<file path="src/hw/rtl/assert_macros.svh">
// Assertion macros shared by the monitor RTL.
// Depends on nothing; the using module provides clock and reset.
`ifndef ASSERT_MACROS_SVH
`define ASSERT_MACROS_SVH

// Checked on every rising clock edge outside reset.
`define ASVM_ASSERT(lbl, prop, msg) \
   lbl: assert property (@(posedge clock) disable iff (reset) prop) else $error(msg);

// Checked on every rising clock edge, reset included.
`define ASVM_ASSERT_RST(lbl, prop, msg) \
   lbl: assert property (@(posedge clock) prop) else $error(msg);

`endif

</file>
<file path="src/hw/rtl/asvm_pkg.sv">
// Package of the averaged supply voltage monitor: sizes, constants, types.
// Depends on nothing.
package asvm_pkg;

   localparam int SAMPLE_COUNT = 16;
   localparam int SAMPLE_W     = 12;
   localparam int OUT_W        = 12;
   localparam int GAIN_W       = 15;
   localparam int SAMPLE_MAX   = 4095;
   localparam int OUT_MAX      = 4095;
   localparam int GAIN_RESET   = 10000;
   localparam int VOLT_MUL     = 77;
   localparam int VOLT_DIV     = 195;
   localparam int GAIN_SCALE   = 10000;

   localparam int SLOT_W  = (SAMPLE_COUNT > 1) ? $clog2(SAMPLE_COUNT) : 1;
   localparam int SUM_W   = $clog2(SAMPLE_COUNT * SAMPLE_MAX + 1);
   localparam int RND_W   = $clog2(SAMPLE_COUNT * SAMPLE_MAX + SAMPLE_COUNT / 2 + 1);
   localparam int PROD1_W = $clog2(OUT_MAX * VOLT_MUL + 1);
   localparam int Q1_MAX  = OUT_MAX * VOLT_MUL / VOLT_DIV;
   localparam int Q1_W    = $clog2(Q1_MAX + 1);
   localparam int GAIN_MAX = (1 << GAIN_W) - 1;
   localparam int PROD2_W = $clog2(Q1_MAX * GAIN_MAX + 1);

   // A quotient n / d with n below 2**k is (n * ceil(2**s / d)) >> s for
   // s = k + clog2(d).
   localparam int MEAN_SHIFT = RND_W + $clog2(SAMPLE_COUNT);
   localparam int Q1_SHIFT   = PROD1_W + $clog2(VOLT_DIV);
   localparam int VOLT_SHIFT = PROD2_W + $clog2(GAIN_SCALE);
   localparam longint MEAN_RECIP =
      ((longint'(1) << MEAN_SHIFT) + SAMPLE_COUNT - 1) / SAMPLE_COUNT;
   localparam longint Q1_RECIP =
      ((longint'(1) << Q1_SHIFT) + VOLT_DIV - 1) / VOLT_DIV;
   localparam longint VOLT_RECIP =
      ((longint'(1) << VOLT_SHIFT) + GAIN_SCALE - 1) / GAIN_SCALE;
   localparam int MEAN_RECIP_W = $clog2(MEAN_RECIP + 1);
   localparam int Q1_RECIP_W   = $clog2(Q1_RECIP + 1);
   localparam int VOLT_RECIP_W = $clog2(VOLT_RECIP + 1);
   localparam int RECIP_W2 = (MEAN_RECIP_W > Q1_RECIP_W) ? MEAN_RECIP_W : Q1_RECIP_W;
   localparam int RECIP_W  = (RECIP_W2 > VOLT_RECIP_W) ? RECIP_W2 : VOLT_RECIP_W;

   localparam int MUL_A_W = (PROD2_W > RND_W) ? PROD2_W : RND_W;
   localparam int MUL_B_W = (RECIP_W > GAIN_W) ? RECIP_W : GAIN_W;
   localparam int MUL_P_W = MUL_A_W + MUL_B_W;
   localparam int VQ_W    = MUL_P_W - VOLT_SHIFT;

   localparam int CSR_IDX_W = 1;
   localparam logic [CSR_IDX_W-1:0] CSR_ENABLED = 1'b0;
   localparam logic [CSR_IDX_W-1:0] CSR_GAIN    = 1'b1;

   typedef struct packed {
      logic               start;
      logic [MUL_A_W-1:0] operand_a;
      logic [MUL_B_W-1:0] operand_b;
   } div_ctl_type;

   typedef struct packed {
      logic [MUL_P_W-1:0] product;
   } div_sts_type;

endpackage

</file>
<file path="src/hw/rtl/asvm_div.sv">
// Shared multiplier with a registered product; the constant divisions of the
// monitor run through it as reciprocal multiplications. Depends on asvm_pkg.
module asvm_div import asvm_pkg::*; (
   input  logic        clock,
   input  div_ctl_type ctl,
   output div_sts_type sts
);
   logic [MUL_P_W-1:0] product_ff, product_in;

   always_comb begin
      product_in = product_ff;
      if (ctl.start) begin
         product_in = ctl.operand_a * ctl.operand_b;
      end
   end

   always_ff @(posedge clock) begin
      product_ff <= product_in;
   end

   assign sts.product = product_ff;
endmodule

</file>
<file path="config.mk">
export PLATFORM = sky130hd
export DESIGN_NAME = asvm_div
export DESIGN_NICKNAME = d
export VERILOG_FILES = /design/src/hw/rtl/assert_macros.svh /design/src/hw/rtl/asvm_pkg.sv /design/src/hw/rtl/asvm_div.sv
export SDC_FILE = /design/constraint.sdc
export NUM_CORES = 2
export LEC_CHECK = 0
export BUFFER_PORTS_ARGS = -buffer_cell sky130_fd_sc_hd__buf_2
export CORE_UTILIZATION = 47
export CTS_CLUSTER_DIAMETER = 150
export DETAILED_ROUTE_END_ITERATION = 6
export GPL_TIMING_DRIVEN = 0
export PLACE_DENSITY = 0.66
export SLEW_MARGIN = 0
export SYNTH_ARGS = -nofsm -noshare
export SYNTH_HDL_FRONTEND = slang
export SYNTH_SLANG_ARGS = --single-unit
</file>
<file path="constraint.sdc">
create_clock -name clock -period 6.7 [get_ports clock]
set_clock_uncertainty 0.15 [all_clocks]
set_input_delay 0.67 -clock clock [delete_from_list [all_inputs] [get_ports clock]]
set_output_delay 0.67 -clock clock [all_outputs]
set_load 0.02 [all_outputs]
</file>
# Word-level counts from Yosys, hierarchy flattened
# Index checks and enable logic that the tools add are counted.
[totals] wordCells=2 ramBits=0 latchBits=0 mem_bits_ro=0 inputBits=55 regBits=53 mem_count=0
[classes] n_lt_le_gt_ge=0 n_eq_ne=0 bitwise=0 n_reduce_logical=0 n_div=0 n_mux=0 shifts=0 mul=1 addsub=0
[ops] op="multiplier 26 x 27 -> 53 bit" n=1

# Longest topological paths before layout
[logic_depth] word_depth=1 mapped_depth=26 mapped_depth_nobuf=24

# Worst setup path before layout
# OpenSTA, ideal clock, no wires.
[synth_path] path_type="input to register" from="input ctl[32] in the netlist's numbering" to="register product_ff[46], in the netlist sts[46], data pin" path_stages=25 setup_time_ns=0.262 path_slack_ns=-0.519 arrival_ns=6.807 required_ns=6.288 cell_sequence="clkbuf_1 > clkbuf_1 > nand2_1 > fa_1 > inv_1 > fa_1 > inv_1 > fa_1 > fa_1 > inv_1 > fa_1 > fa_1 > inv_1 > fa_1 > inv_1 > ha_1 > buf_6 > a21o_1 > a31oi_1 > or3b_1 > a211oi_2 > nor2_2 > a311oi_4 > o21ai_1 > xor2_1"
[synth_via] elab_chain_cells=1
[synth_lines] item="start: declaration" line_no="asvm_div.sv:5" text="input div_ctl_type ctl,"
[synth_lines] item="multiplier 26 x 27 -> 53 bit" line_no="asvm_div.sv:13" text="product_in = ctl.operand_a * ctl.operand_b;"
[synth_lines] item="end signal: assignment" line_no="asvm_div.sv:18" text="product_ff <= product_in;"
[synth_lines] item="end: declaration" line_no="asvm_div.sv:8" text="logic [MUL_P_W-1:0] product_ff, product_in;"
# Every way passes these cells.
# A chain may end at the register's enable or synchronous reset.

# Worst setup path after layout
[layout_path] from="input ctl[35] in the netlist's numbering" to="register product_ff[49], in the netlist sts[49], data pin"
# The elaborated chain is that of the path after synthesis.

==> run metrics <==
Max Cap Viol 0; Slew Viols, Final 0; synth warn 0; post-synthesis average cell area 9.37 sq um; IO buf count 98; number of synthesized flops with an enable pin 53; DRT antenna net count 0; Worst setup EP type flip-flop; Remaining Overflow, GRT 0; Die Y 231 microns; largest net degree at the start of global routing 54; Slowest-stage cell, CP fa_1; Worst Max-Slew Pin Slew 1.26 ns; number of library cell types mapped by synthesis 59; post-DR wirelength/cell 24.0 microns; failing checks setup timing; final net count 3746; Max Clock Freq 141 MHz; vias in the first global route 21047; setup repair after global routing missed its margin yes; Yosys reg bits 53; crit path time final 7.12 ns; Fin. Hold Viols 0; Die Area 0.0533 sq mm; CP max FO 10; Initial Util 47.8%; CP Data Arrival Time 7.03 ns; most frequent cells in the layout inv_1, fa_1, and2_1; RePlAce Congestion 0.995; CTS tree built; register area share after synthesis 6.46%; status finished, violations left; count of final setup violators 23; Hold WC Path Type in -> reg; clk sinks 53; maximum clock path buffer count 2; Largest register FFs 53; Clock transition at path regs 0.07 ns; CTS H-tree lvls 2; DRC 0; wire length of the first global-routing pass 129000 microns; Gate Count Post-Synth 2629; Synth-to-Final Area Change 25.3%; Syn Nets 3474; # IOs 108; ys async rst share 0%; most used cell, CP fa_1; Crit path largest cell delay 0.61 ns; Post-DP HPWL 66700 microns; Post-Route WL 86000 microns; critical path's top delay family adder cells; critical path class in -> reg; source of the worst hold timing path ctl[0]; core utilization of the finished layout 59.9%; Iter 0 DRT Violations 1410; Root Driver clkbuf_16; via count 19412; WP buf/inv 7; worst hold stages 2; Rows 83; initial antenna violation count 8; Critical Path Source Type primary input; layout cells sized above 1 20.3%; Tcrit/Tclk final 106%; Worst EP required 6.61 ns; gr usage total 33.5%; Die X 231 microns; Fill cells 4441; worst relative slew slack 16.0%; core box area 0.0515 sq mm; number of CTS-inserted buffers 5; Post-synth top flop edfxtp_1; vias per cell 5.41; fin worst setup slack -0.416 ns; hold endpoint sts[0]$_DFFE_PP_; first-pass detailed-route iteration total 5; commonest non-fill, non-tap cell in the layout inv_1; synthesized cell area 0.0246 sq mm
area by class of cell:
cell class / instances / area [sq um] / area share (%)
well taps: 680 / 851 / 2.76
clock buffers: 6 / 129 / 0.418
inverters: 651 / 2440 / 7.92
clock inverters: 2 / 38.8 / 0.126
multi-input cells: 1802 / 20900 / 67.8
diodes: 6 / 15.0 / 0.0487
repair buffers: 265 / 2390 / 7.76
plain buffers: 123 / 2480 / 8.04
flip-flops and latches: 53 / 1590 / 5.16
cell usage after synthesis, types with 18 or more instances:
cell type  number  share of area, %
inv_1         651               9.9
a21oi_1        58               1.2
edfxtp_1       53               6.5
xnor2_1        32               1.1
nand2_1       340               5.2
clkbuf_1      117               1.8
o21ai_0        19              0.39
fa_1          598                49
and2_1        393                10
a21o_1         22              0.67
ha_1          192               9.8
nor2_1         18              0.27
stage by stage:
stage	setup TNS [ns]	instances	cell area [sq um]	hold WS, ns	worst slack (ns)
floorplan	-0.478	2629	25200	0.632	-0.204
global placement	-35.98	3407	26500	0.967	-1.68
detailed placement	-37.89	3407	26500	0.963	-1.73
CTS	-3.57	3567	30600	0.685	-0.309
global route	-9.11	3584	30800	0.690	-0.538
finish	-5.41	3588	30800	0.679	-0.416
kinds of logic after synthesis:
group | after synthesis | share of synthesized area [%]
compound gates | 152 | 4.53
buf+inv | 774 | 11.9
xor+xnor | 48 | 1.74
fa+ha+maj | 790 | 58.4
simple gates | 812 | 17.0
flops | 53 | 6.46
layer usage:
metal / routed length (microns) / GRT usage, % / up-vias
li1: - / - / 8200
met1: 31900 / 41.8 / 10086
met2: 41500 / 55.1 / 858
met3: 6640 / 5.30 / 266
met4: 6010 / 19.3 / 2
met5: 13 / 0 / -
repair_timing:
action,CTS,global route
gates resized for setup,547,39
hold endpoints to repair,0,0
endpoints found under the setup margin,34,28
pin swaps,100,41
hold buffers,0,0
buffers inserted,138,14
gates cloned,14,1
worst max path at each step:
stage	startpoint	endpoint	slack [ns]	cells past startpoint
floorplan	ctl[52]	sts[46]$_DFFE_PP_	-0.20	21
global placement	ctl[50]	sts[46]$_DFFE_PP_	-1.68	22
detailed placement	ctl[47]	sts[46]$_DFFE_PP_	-1.73	23
CTS	ctl[18]	sts[49]$_DFFE_PP_	-0.31	25
global route	ctl[37]	sts[46]$_DFFE_PP_	-0.54	27
finish	ctl[35]	sts[49]$_DFFE_PP_	-0.42	25
Power is left out: the tool's default activity adds up to more than one toggle a clock period on the data nets, which glitch-free logic cannot reach.
