<file path="config.mk">
export PLATFORM = sky130hd
export DESIGN_NAME = asvm_ram
export DESIGN_NICKNAME = d
export VERILOG_FILES = /design/src/hw/rtl/assert_macros.svh /design/src/hw/rtl/asvm_ram.sv
export SDC_FILE = /design/constraint.sdc
export NUM_CORES = 1
export LEC_CHECK = 0
export ABC_AREA = 1
export BUFFER_PORTS_ARGS = -buffer_cell sky130_fd_sc_hd__buf_2
export CAP_MARGIN = 40
export CORE_UTILIZATION = 60
export DETAILED_ROUTE_END_ITERATION = 6
export GPL_TIMING_DRIVEN = 0
export PLACE_DENSITY = 0.84
export RECOVER_POWER = 25
export SLEW_MARGIN = 20
export SYNTH_ARGS = -nofsm -noshare
export SYNTH_HDL_FRONTEND = slang
export SYNTH_SLANG_ARGS = --single-unit
export TNS_END_PERCENT = 100
</file>
<file path="constraint.sdc">
create_clock -name clock -period 3.7 [get_ports clock]
set_input_delay 0.925 -clock clock [delete_from_list [all_inputs] [get_ports clock]]
set_output_delay 0.925 -clock clock [all_outputs]
set_load 0.02 [all_outputs]
</file>
<file path="src/hw/rtl/assert_macros.svh">
// Assertion macros shared by the monitor RTL.
// Depends on nothing; the using module provides clock and reset.
`ifndef ASSERT_MACROS_SVH
`define ASSERT_MACROS_SVH

// Checked on every rising clock edge outside reset.
`define ASVM_ASSERT(lbl, prop, msg) \
   lbl: assert property (@(posedge clock) disable iff (reset) prop) else $error(msg);

// Checked on every rising clock edge, reset included.
`define ASVM_ASSERT_RST(lbl, prop, msg) \
   lbl: assert property (@(posedge clock) prop) else $error(msg);

`endif

</file>
<file path="src/hw/rtl/asvm_ram.sv">
// Generic single-write, single-read RAM with registered read data.
// Depends on nothing.
module asvm_ram #(
   parameter int WIDTH = 8,
   parameter int DEPTH = 16
) (
   input  logic                                       clock,
   input  logic                                       wr_en,
   input  logic [((DEPTH > 1) ? $clog2(DEPTH) : 1)-1:0] wr_addr,
   input  logic [WIDTH-1:0]                           wr_data,
   input  logic [((DEPTH > 1) ? $clog2(DEPTH) : 1)-1:0] rd_addr,
   output logic [WIDTH-1:0]                           rd_data
);
   logic [WIDTH-1:0] mem_ff [DEPTH];
   logic [WIDTH-1:0] rd_data_ff;

   always_ff @(posedge clock) begin
      if (wr_en) begin
         mem_ff[wr_addr] <= wr_data;
      end
      rd_data_ff <= mem_ff[rd_addr];
   end

   assign rd_data = rd_data_ff;
endmodule

</file>
### After elaboration in Yosys (flattened, before gate mapping)

Memory sizes are Yosys's and may differ from the RTL's. A register that Yosys moved wholly into a read port is not among the register bits.
Index checks and enable logic that the tools add are counted.

| storage, ports and cells | value |
|---|---|
| input port bits | 18 |
| bits in registers | 0 |
| memories kept | 1 |
| memory bits (writable) | 128 |
| output and inout bits | 8 |

| cells by class | value |
|---|---|
| muxes and demuxes | 2 |

Memory list:

| memory | depth | bits a word | rd ports | clocked after Yosys merged registers in | write ports | line | RTL |
|---|---|---|---|---|---|---|---|
| mem_ff | 16 | 8 | 1 | 1 | 1 | asvm_ram.sv:14 | `logic [WIDTH-1:0] mem_ff [DEPTH];` |

Operator list:

| kind | number |
|---|---|
| 2-to-1 mux 1 bit | 2 |

### Longest topological paths before layout

Gate-level depths: netlist of the first run.

| logic depth | value |
|---|---|
| depth in word-level cells | 2 |
| gate-level depth with buffers | 8 |
| mapped depth without buffers | 7 |

### Least setup slack after synthesis of the first run

OpenSTA, ideal clock, no wires.

| timing | value |
|---|---|
| path type | input -> register |
| start point | in wr_addr[2] (netlist bit) |
| end point | mem mem_ff[10][0] (enable) |
| setup time | 0.370 ns |
| arrival | 1.506 ns |
| stages | 2 |
| data required time | 3.330 ns |
| slack | 1.824 ns |
| path buffers | 0 |
| cells stage by stage | nand3b_1 -> nor2_1 |

RTL lines:

| what | line | RTL |
|---|---|---|
| start, declared | asvm_ram.sv:9 | `input logic [((DEPTH > 1) ? $clog2(DEPTH) : 1)-1:0] wr_addr,` |
| end, declared | asvm_ram.sv:14 |  |

No word-level cell before the write port.

### Final worst setup path of the first run

| timing | value |
|---|---|
| start point | reg rd_data_ff[1] (netlist: rd_data[1]), read port of mem_ff |
| end point | out rd_data[1] |

RTL lines:

| what | line | RTL |
|---|---|---|
| start, declared | asvm_ram.sv:15 | `logic [WIDTH-1:0] rd_data_ff;` |
| end, declared | asvm_ram.sv:12 | `output logic [WIDTH-1:0] rd_data` |

No word-level cell between the ends.

==> flow_summary_export.csv, run 1 <==
group,metric,value,unit
synth,synth_flop_cell,"edfxtp_1",
power_and_ir_drop,switching_power,0.814,mW
global_route,use_met1,41.1,%
placement,hpwl,8850,microns
cells_and_area,synthToLayoutAreaGrowth,14.6,%
timing,tightest_slew,931,ps
setup_path,cp.required,2770,ps
power_and_ir_drop,seq_power_share,48.8,%
die,dieArea,10000,sq um
power_and_ir_drop,p_int,2.74,mW
cells_and_area,final_core_util,71.2,%
drt,routed_wl,14400,microns
power_and_ir_drop,finalPower,3.55,mW
synth,async_flop_share,0,%
die,core_area,9280,sq um
cts,ctsResizeCount,0,
setup_path,crit_slowest_cell,"dfxtp_1",
timing,hold_violations,0,
cts,post-cts-setup-buffer-count,0,
setup_path,cp.arrival,1000,ps
cts,clk_latency,530,ps
synth,synth-xor-area-share,0,%
synth,synth.largest_area_cell,"edfxtp_1",
drt,post_drt_wl_per_cell,19.6,microns
synth,netlist_area,5770,sq um
synth,mappedNetlistNets,569,
synth,synth-seq-cells,136,
power_and_ir_drop,p_sw_share,22.9,%
synth,synthMuxAreaShare,0,%
synth,avgSynthCellArea,10.5,sq um
synth,netlist.area_leader.share,66.7,%
die,die_h,100,microns
die,io_pins,26,
power_and_ir_drop,p_leak,2.87,nW
synth,synth_edf_count,128,
flow_run,maxCapViolCount,0,
drt,drtPass1Iterations,7,
cts,clkTransAtPathRegs,60,ps
synth,synth_compound_gate_area_share,0,%
worst_hold_path,holdPathStages,6,
synth,synth_most_common_cell,"nand2_1",
setup_path,crit_buf_inv,1,
setup_path,cp_top_family,"flip-flops",
synth,synth-seq-area-share,69.4,%
drt,route.detailed.drc,0,
power_and_ir_drop,vdd.ir_drop.worst,374,uV
cts,numCtsBuffers,17,
synth,synth_top_family_by_area,"simple AND/OR/NAND/NOR gates",
timing,fin_ws,1770,ps
die,die_x,100,microns
power_and_ir_drop,clkPwrFrac,44.4,%
drt,drt_iter0_drc,607,
cells_and_area,drive_gt1_share,12.0,%
global_route,antenna_found_initial,0,
synth,synth_common_cells,"173 x nand2_1, 128 x edfxtp_1, 100 x inv_1, 97 x nand3_1, 17 x nor2_1",
timing,final_max_slew_viol_count,0,
drt,num_vias,4164,
timing,period_share,52.1,%
timing,finalCriticalPeriod,1930,ps
die,initial_utilization,62.1,%
synth,synth-adder-area-share,0,%
drt,antenna_left,0,
timing,skew,5.65,ps
timing,rsz0062_at_grt,"no",
setup_path,crit_cells,1,
global_route,overflow,0,
cells_and_area,nets,613,
timing,max_freq,519,MHz
global_route,met3_usage,7.59,%
die,fp-row-count,35,
cts,cts-root-buf,"clkbuf_8",
global_route,first_global_vias,4098,
setup_path,criticalPathCategory,"reg -> out",
cts,cts_tree,"yes",
timing,relSlewSlack,38.0,%
global_route,grt_most_used_layer,"met2",
placement,gp_congestion,0.886,
cts,hold_buffers,0,
status,status,"finished clean",
setup_path,slowest_delay,320,ps
cts,clk_path_buf_depth,2,
cts,cts_sinks,136,
setup_path,cp-end-kind,"output pin",
timing,fin_setup_tns,0,ps
placement,port_buffers,22,
global_route,grt_max_degree,17,
synth,synth_area_leaders,"edfxtp_1 67%, nand2_1 11%, nand3_1 8.4%",
cells_and_area,n_antenna_cell,0,
setup_path,startpoint_type,"register",
placement,pre_cts_ws,1280,ps
global_route,met2_usage,49.3,%
global_route,grt_first_pass_wirelength,22000,microns
synth,synth_warnings,0,
synth,yosys.area_share.simple,21.0,%
timing,setup_viol_count_final,0,
global_route,grt_usage,31.1,%
drt,vias_per_cell,5.65,
setup_path,cp_max_fo,1,
power_and_ir_drop,power.density,537,nW/um^2
cts,htreeDepth,4,
worst_hold_path,hold_class,"reg -> reg",
synth,ys_types,12,
power_and_ir_drop,pwr-share-comb,6.8,%
setup_path,reg2reg_depth,6,
setup_path,path_cells,"buf_2",
synth,syn_inst,551,
-- path summary, 6_finish.rpt --
path,from,to,slack (ps)
worst max register to register,mem_ff[5][3],rd_data[3],2620
worst min-delay path,mem_ff[15][7],rd_data[7],710
worst min register to register,mem_ff[15][7],rd_data[7],710
worst max-delay path,rd_data[1],rd_data[1],1770
-- flip-flops by register name (all words and copies together) (netlist names) --
signal / flops
rd_data: 8
mem_ff: 128
-- metrics by stage --
step	hold slack [ps]	std cells	cell area, sq um
final	707	737	6610
after global routing	769	737	6610
after CTS	704	734	6590
after detailed placement	671	702	6040
after global placement	675	702	6040
after floorplan	607	551	5770
-- area by class of cell --
class | count | area (sq um)
fill | 635 | 2680
multi-input combinational | 289 | 1210
tap | 129 | 161
clock inverter | 14 | 134
inverter | 102 | 383
buffer | 24 | 166
sequential | 136 | 4000
clock buffer | 18 | 418
timing repair buffer | 25 | 126
-- worst min-delay path: stages (launching register included) --
cell	delay, ps
edfxtp_1	320
inv_1	40
nand2_1	50
nand3_1	70
nand3_1	70
nand3_1	70
nand2_1	60
-- metal layers --
layer | part of all wire, % | vias to the layer above
met3 | 11 | 58
met4 | 3.8 | 0
li1 | - | 1863
met1 | 38 | 1927
met5 | 0 | -
met2 | 47 | 316
-- power groups by stage --
| stage | clock, mW | sequential [mW] | combinational, mW |
|---|---|---|---|
| after floorplan | 0 | 1.78 | 0.122 |
| after global placement | 0 | 1.76 | 0.219 |
| after global routing | 1.64 | 1.73 | 0.258 |
| after CTS | 1.57 | 1.73 | 0.234 |
| final | 1.58 | 1.73 | 0.241 |
| after detailed placement | 0 | 1.76 | 0.228 |
-- placed cells by master, fill, tap and decap left out --
cell type and n:
nand2_1 173, edfxtp_1 128, inv_1 100, nand3_1 97, buf_2 30, nor2_1 17
clkbuf_16 16, dfxtp_1 8, buf_4 7, buf_6 6, clkbuf_1 6, clkinvlp_4 4
clkinv_1 3, clkinv_2 3, inv_2 2, nand3b_1 2, bufinv_16 2, clkinv_4 2
buf_1 1, clkbuf_8 1
-- logic make-up after synthesis --
kind of cell | after synthesis
AND/OR/NAND/NOR | 289
flip-flops | 136
buffers and inverters | 126
Power figures use the tool's default switching activity.
==> run 2: changes to the inputs <==
- ABC_AREA: 1 -> 0
- CORE_UTILIZATION: 60 -> 54
- PLACE_DENSITY: 0.84 -> 0.8
- clock period: 3.7 -> 1.7 ns (I/O delays scaled with it)
==> flow_summary_export.csv, run 2 <==
group,metric,value,unit
status,status,"finished clean",
die,io_pins,26,
setup_path,slowest_delay,660,ps
synth,synth-seq-area-share,77.8,%
global_route,overflow,0,
cts,htreeDepth,4,
drt,num_vias,2474,
global_route,grt_max_degree,17,
placement,dp.cells,384,
power_and_ir_drop,finalPower,8.08,mW
setup_path,startpoint_type,"input pin",
setup_path,cp_max_fo,8,
cts,clk_path_buf_depth,2,
cells_and_area,regMostFlops,"mem_ff",
timing,max_freq,620,MHz
synth,synth-xor-area-share,0,%
cells_and_area,n_antenna_cell,0,
synth,synth.largest_area_cell,"edfxtp_1",
cts,ctsResizeCount,0,
cells_and_area,fill_cells,595,
drt,drtPass1Iterations,4,
timing,fin_ws,86.7,ps
placement,dpl-instance-area,5450,sq um
drt,vias_per_cell,5.92,
power_and_ir_drop,p_leak,2.05,nW
die,core_area,9240,sq um
synth,syn_inst,229,
synth,ys_types,19,
timing,period_share,94.9,%
setup_path,criticalPathCategory,"in -> reg",
cells_and_area,nets,294,
die,initial_utilization,55.7,%
cts,cts-root-buf,"clkbuf_8",
timing,rsz0062_at_grt,"no",
die,dieArea,9930,sq um
setup_path,crit_slowest_cell,"nor2_1",
synth,mappedNetlistNets,247,
synth,yosys.area_share.simple,3.18,%
worst_hold_path,hold_class,"in -> reg",
synth,netlist.area_leader.share,74.7,%
synth,synth_compound_gate_area_share,2.33,%
cts,cts_sinks,136,
synth,synth_common_cells,"128 x edfxtp_1, 18 x mux4_2, 16 x a22oi_1, 14 x mux4_1, 13 x nor2_1",
die,die_x,99.6,microns
global_route,antenna_found_initial,0,
global_route,first_global_vias,2513,
flow_run,maxCapViolCount,0,
synth,synth_most_common_cell,"edfxtp_1",
timing,final_max_slew_viol_count,0,
cells_and_area,final_area,6100,sq um
global_route,grt_first_pass_wirelength,15000,microns
synth,synth-seq-cells,136,
timing,tightest_slew,829,ps
cts,cts_tree,"yes",
timing,skew,12.2,ps
synth,avgSynthCellArea,22.5,sq um
synth,synth_edf_count,128,
drt,routed_wl,9930,microns
synth,synth_warnings,0,
placement,gp_congestion,0.741,
cells_and_area,mostFrequentLayoutCells,"128 x edfxtp_1, 23 x buf_2, 18 x mux4_2",
die,die_h,99.6,microns
cells_and_area,final_core_util,66.0,%
cts,numCtsBuffers,17,
timing,setup_viol_count_final,0,
timing,fin_setup_tns,0,ps
synth,netlist_area,5150,sq um
synth,synth_top_family_by_area,"multiplexers",
cts,post-cts-setup-buffer-count,0,
synth,synth_area_leaders,"edfxtp_1 75%, mux4_2 7.9%, mux4_1 7.1%",
placement,pre_cts_ws,-437,ps
worst_hold_path,holdPathStages,1,
cts,clk_latency,520,ps
timing,hold_violations,0,
cells_and_area,instances_no_fill,418,
power_and_ir_drop,vdd.ir_drop.worst,946,uV
drt,drt_iter0_drc,219,
timing,worst_hold_slack,338,ps
placement,port_buffers,24,
cells_and_area,largest_register_ffs,128,
synth,synth_flop_cell,"edfxtp_1",
timing,relSlewSlack,44.5,%
timing,finalCriticalPeriod,1610,ps
synth,synthMuxAreaShare,15.0,%
synth,synth-adder-area-share,0,%
power_and_ir_drop,power.density,1320,nW/um^2
drt,post_drt_wl_per_cell,23.8,microns
cts,hold_buffers,0,
drt,antenna_left,0,
synth,async_flop_share,0,%
drt,route.detailed.drc,0,
cells_and_area,regArea,4000,sq um
cells_and_area,multi_input_area,1070,sq um
setup_path,cp.required,1840,ps
setup_path,cp.arrival,1750,ps
global_route,grt_usage,22.4,%
setup_path,cp-end-kind,"register",
setup_path,path_cells,"buf_2, or3b_2, nor2_1",
die,fp-row-count,35,
cts,clkTransAtPathRegs,60,ps
placement,hpwl,5960,microns
cells_and_area,layout_commonest_cell,"edfxtp_1",
setup_path,reg2reg_depth,3,
cells_and_area,drive_gt1_share,28.7,%
cells_and_area,synthToLayoutAreaGrowth,18.5,%
-- run 2: cell types whose count changed after synthesis, moves of 4 or more --
cell,previous run,this run
a22oi_1,0,16
buf_2,13,3
inv_1,100,0
mux4_1,0,14
mux4_2,0,18
nand2_1,173,9
nand3_1,97,1
nor2_1,17,13
nor3_1,0,4
-- run 2: kinds of logic after synthesis --
family,after synthesis
AO/OA/AOI/OAI,16
flip-flops,136
multiplexers,32
buffers and inverters,10
AND/OR/NAND/NOR,35
-- run 2: cell type report --
type	count	share of cell area [%]
clock inverters	11	3.22
multi-input cells	83	17.5
flip-flops and latches	136	65.6
plain buffers	10	1.41
well taps	129	2.65
repair buffers	28	2.26
clock buffers	21	7.36
-- run 2: final timing paths --
| path | startpoint | endpoint | slack, ps |
|---|---|---|---|
| worst min register to register | mem_ff[10][2] | rd_data[2] | 690 |
| worst max register to register | mem_ff[5][0] | rd_data[0] | 250 |
| worst max-delay path | wr_addr[2] | mem_ff[2][1] | 90 |
| worst min-delay path | wr_data[0] | mem_ff[6][0] | 340 |
-- run 2: layer usage --
layer | up-vias | routed length [microns] | track usage [%]
li1 | 1068 | - | -
met1 | 1277 | 4020 | 30.3
met2 | 115 | 5040 | 35.7
met3 | 14 | 702 | 4.71
met4 | 0 | 172 | 10.2
met5 | - | 0 | 0
-- run 2: where the power goes --
part	total (mW)	internal [mW]	leakage, nW	switching [mW]
clock	3.93	2.61	0.308	1.31
combinational	0.380	0.149	0.523	0.232
sequential	3.77	3.75	1.22	0.0191
-- run 2: critical path, delay by kind of cell --
| family | cells | cell delay (ps) |
|---|---|---|
| AND/OR/NAND/NOR | 2 | 1210 |
| buffers and inverters | 1 | 110 |
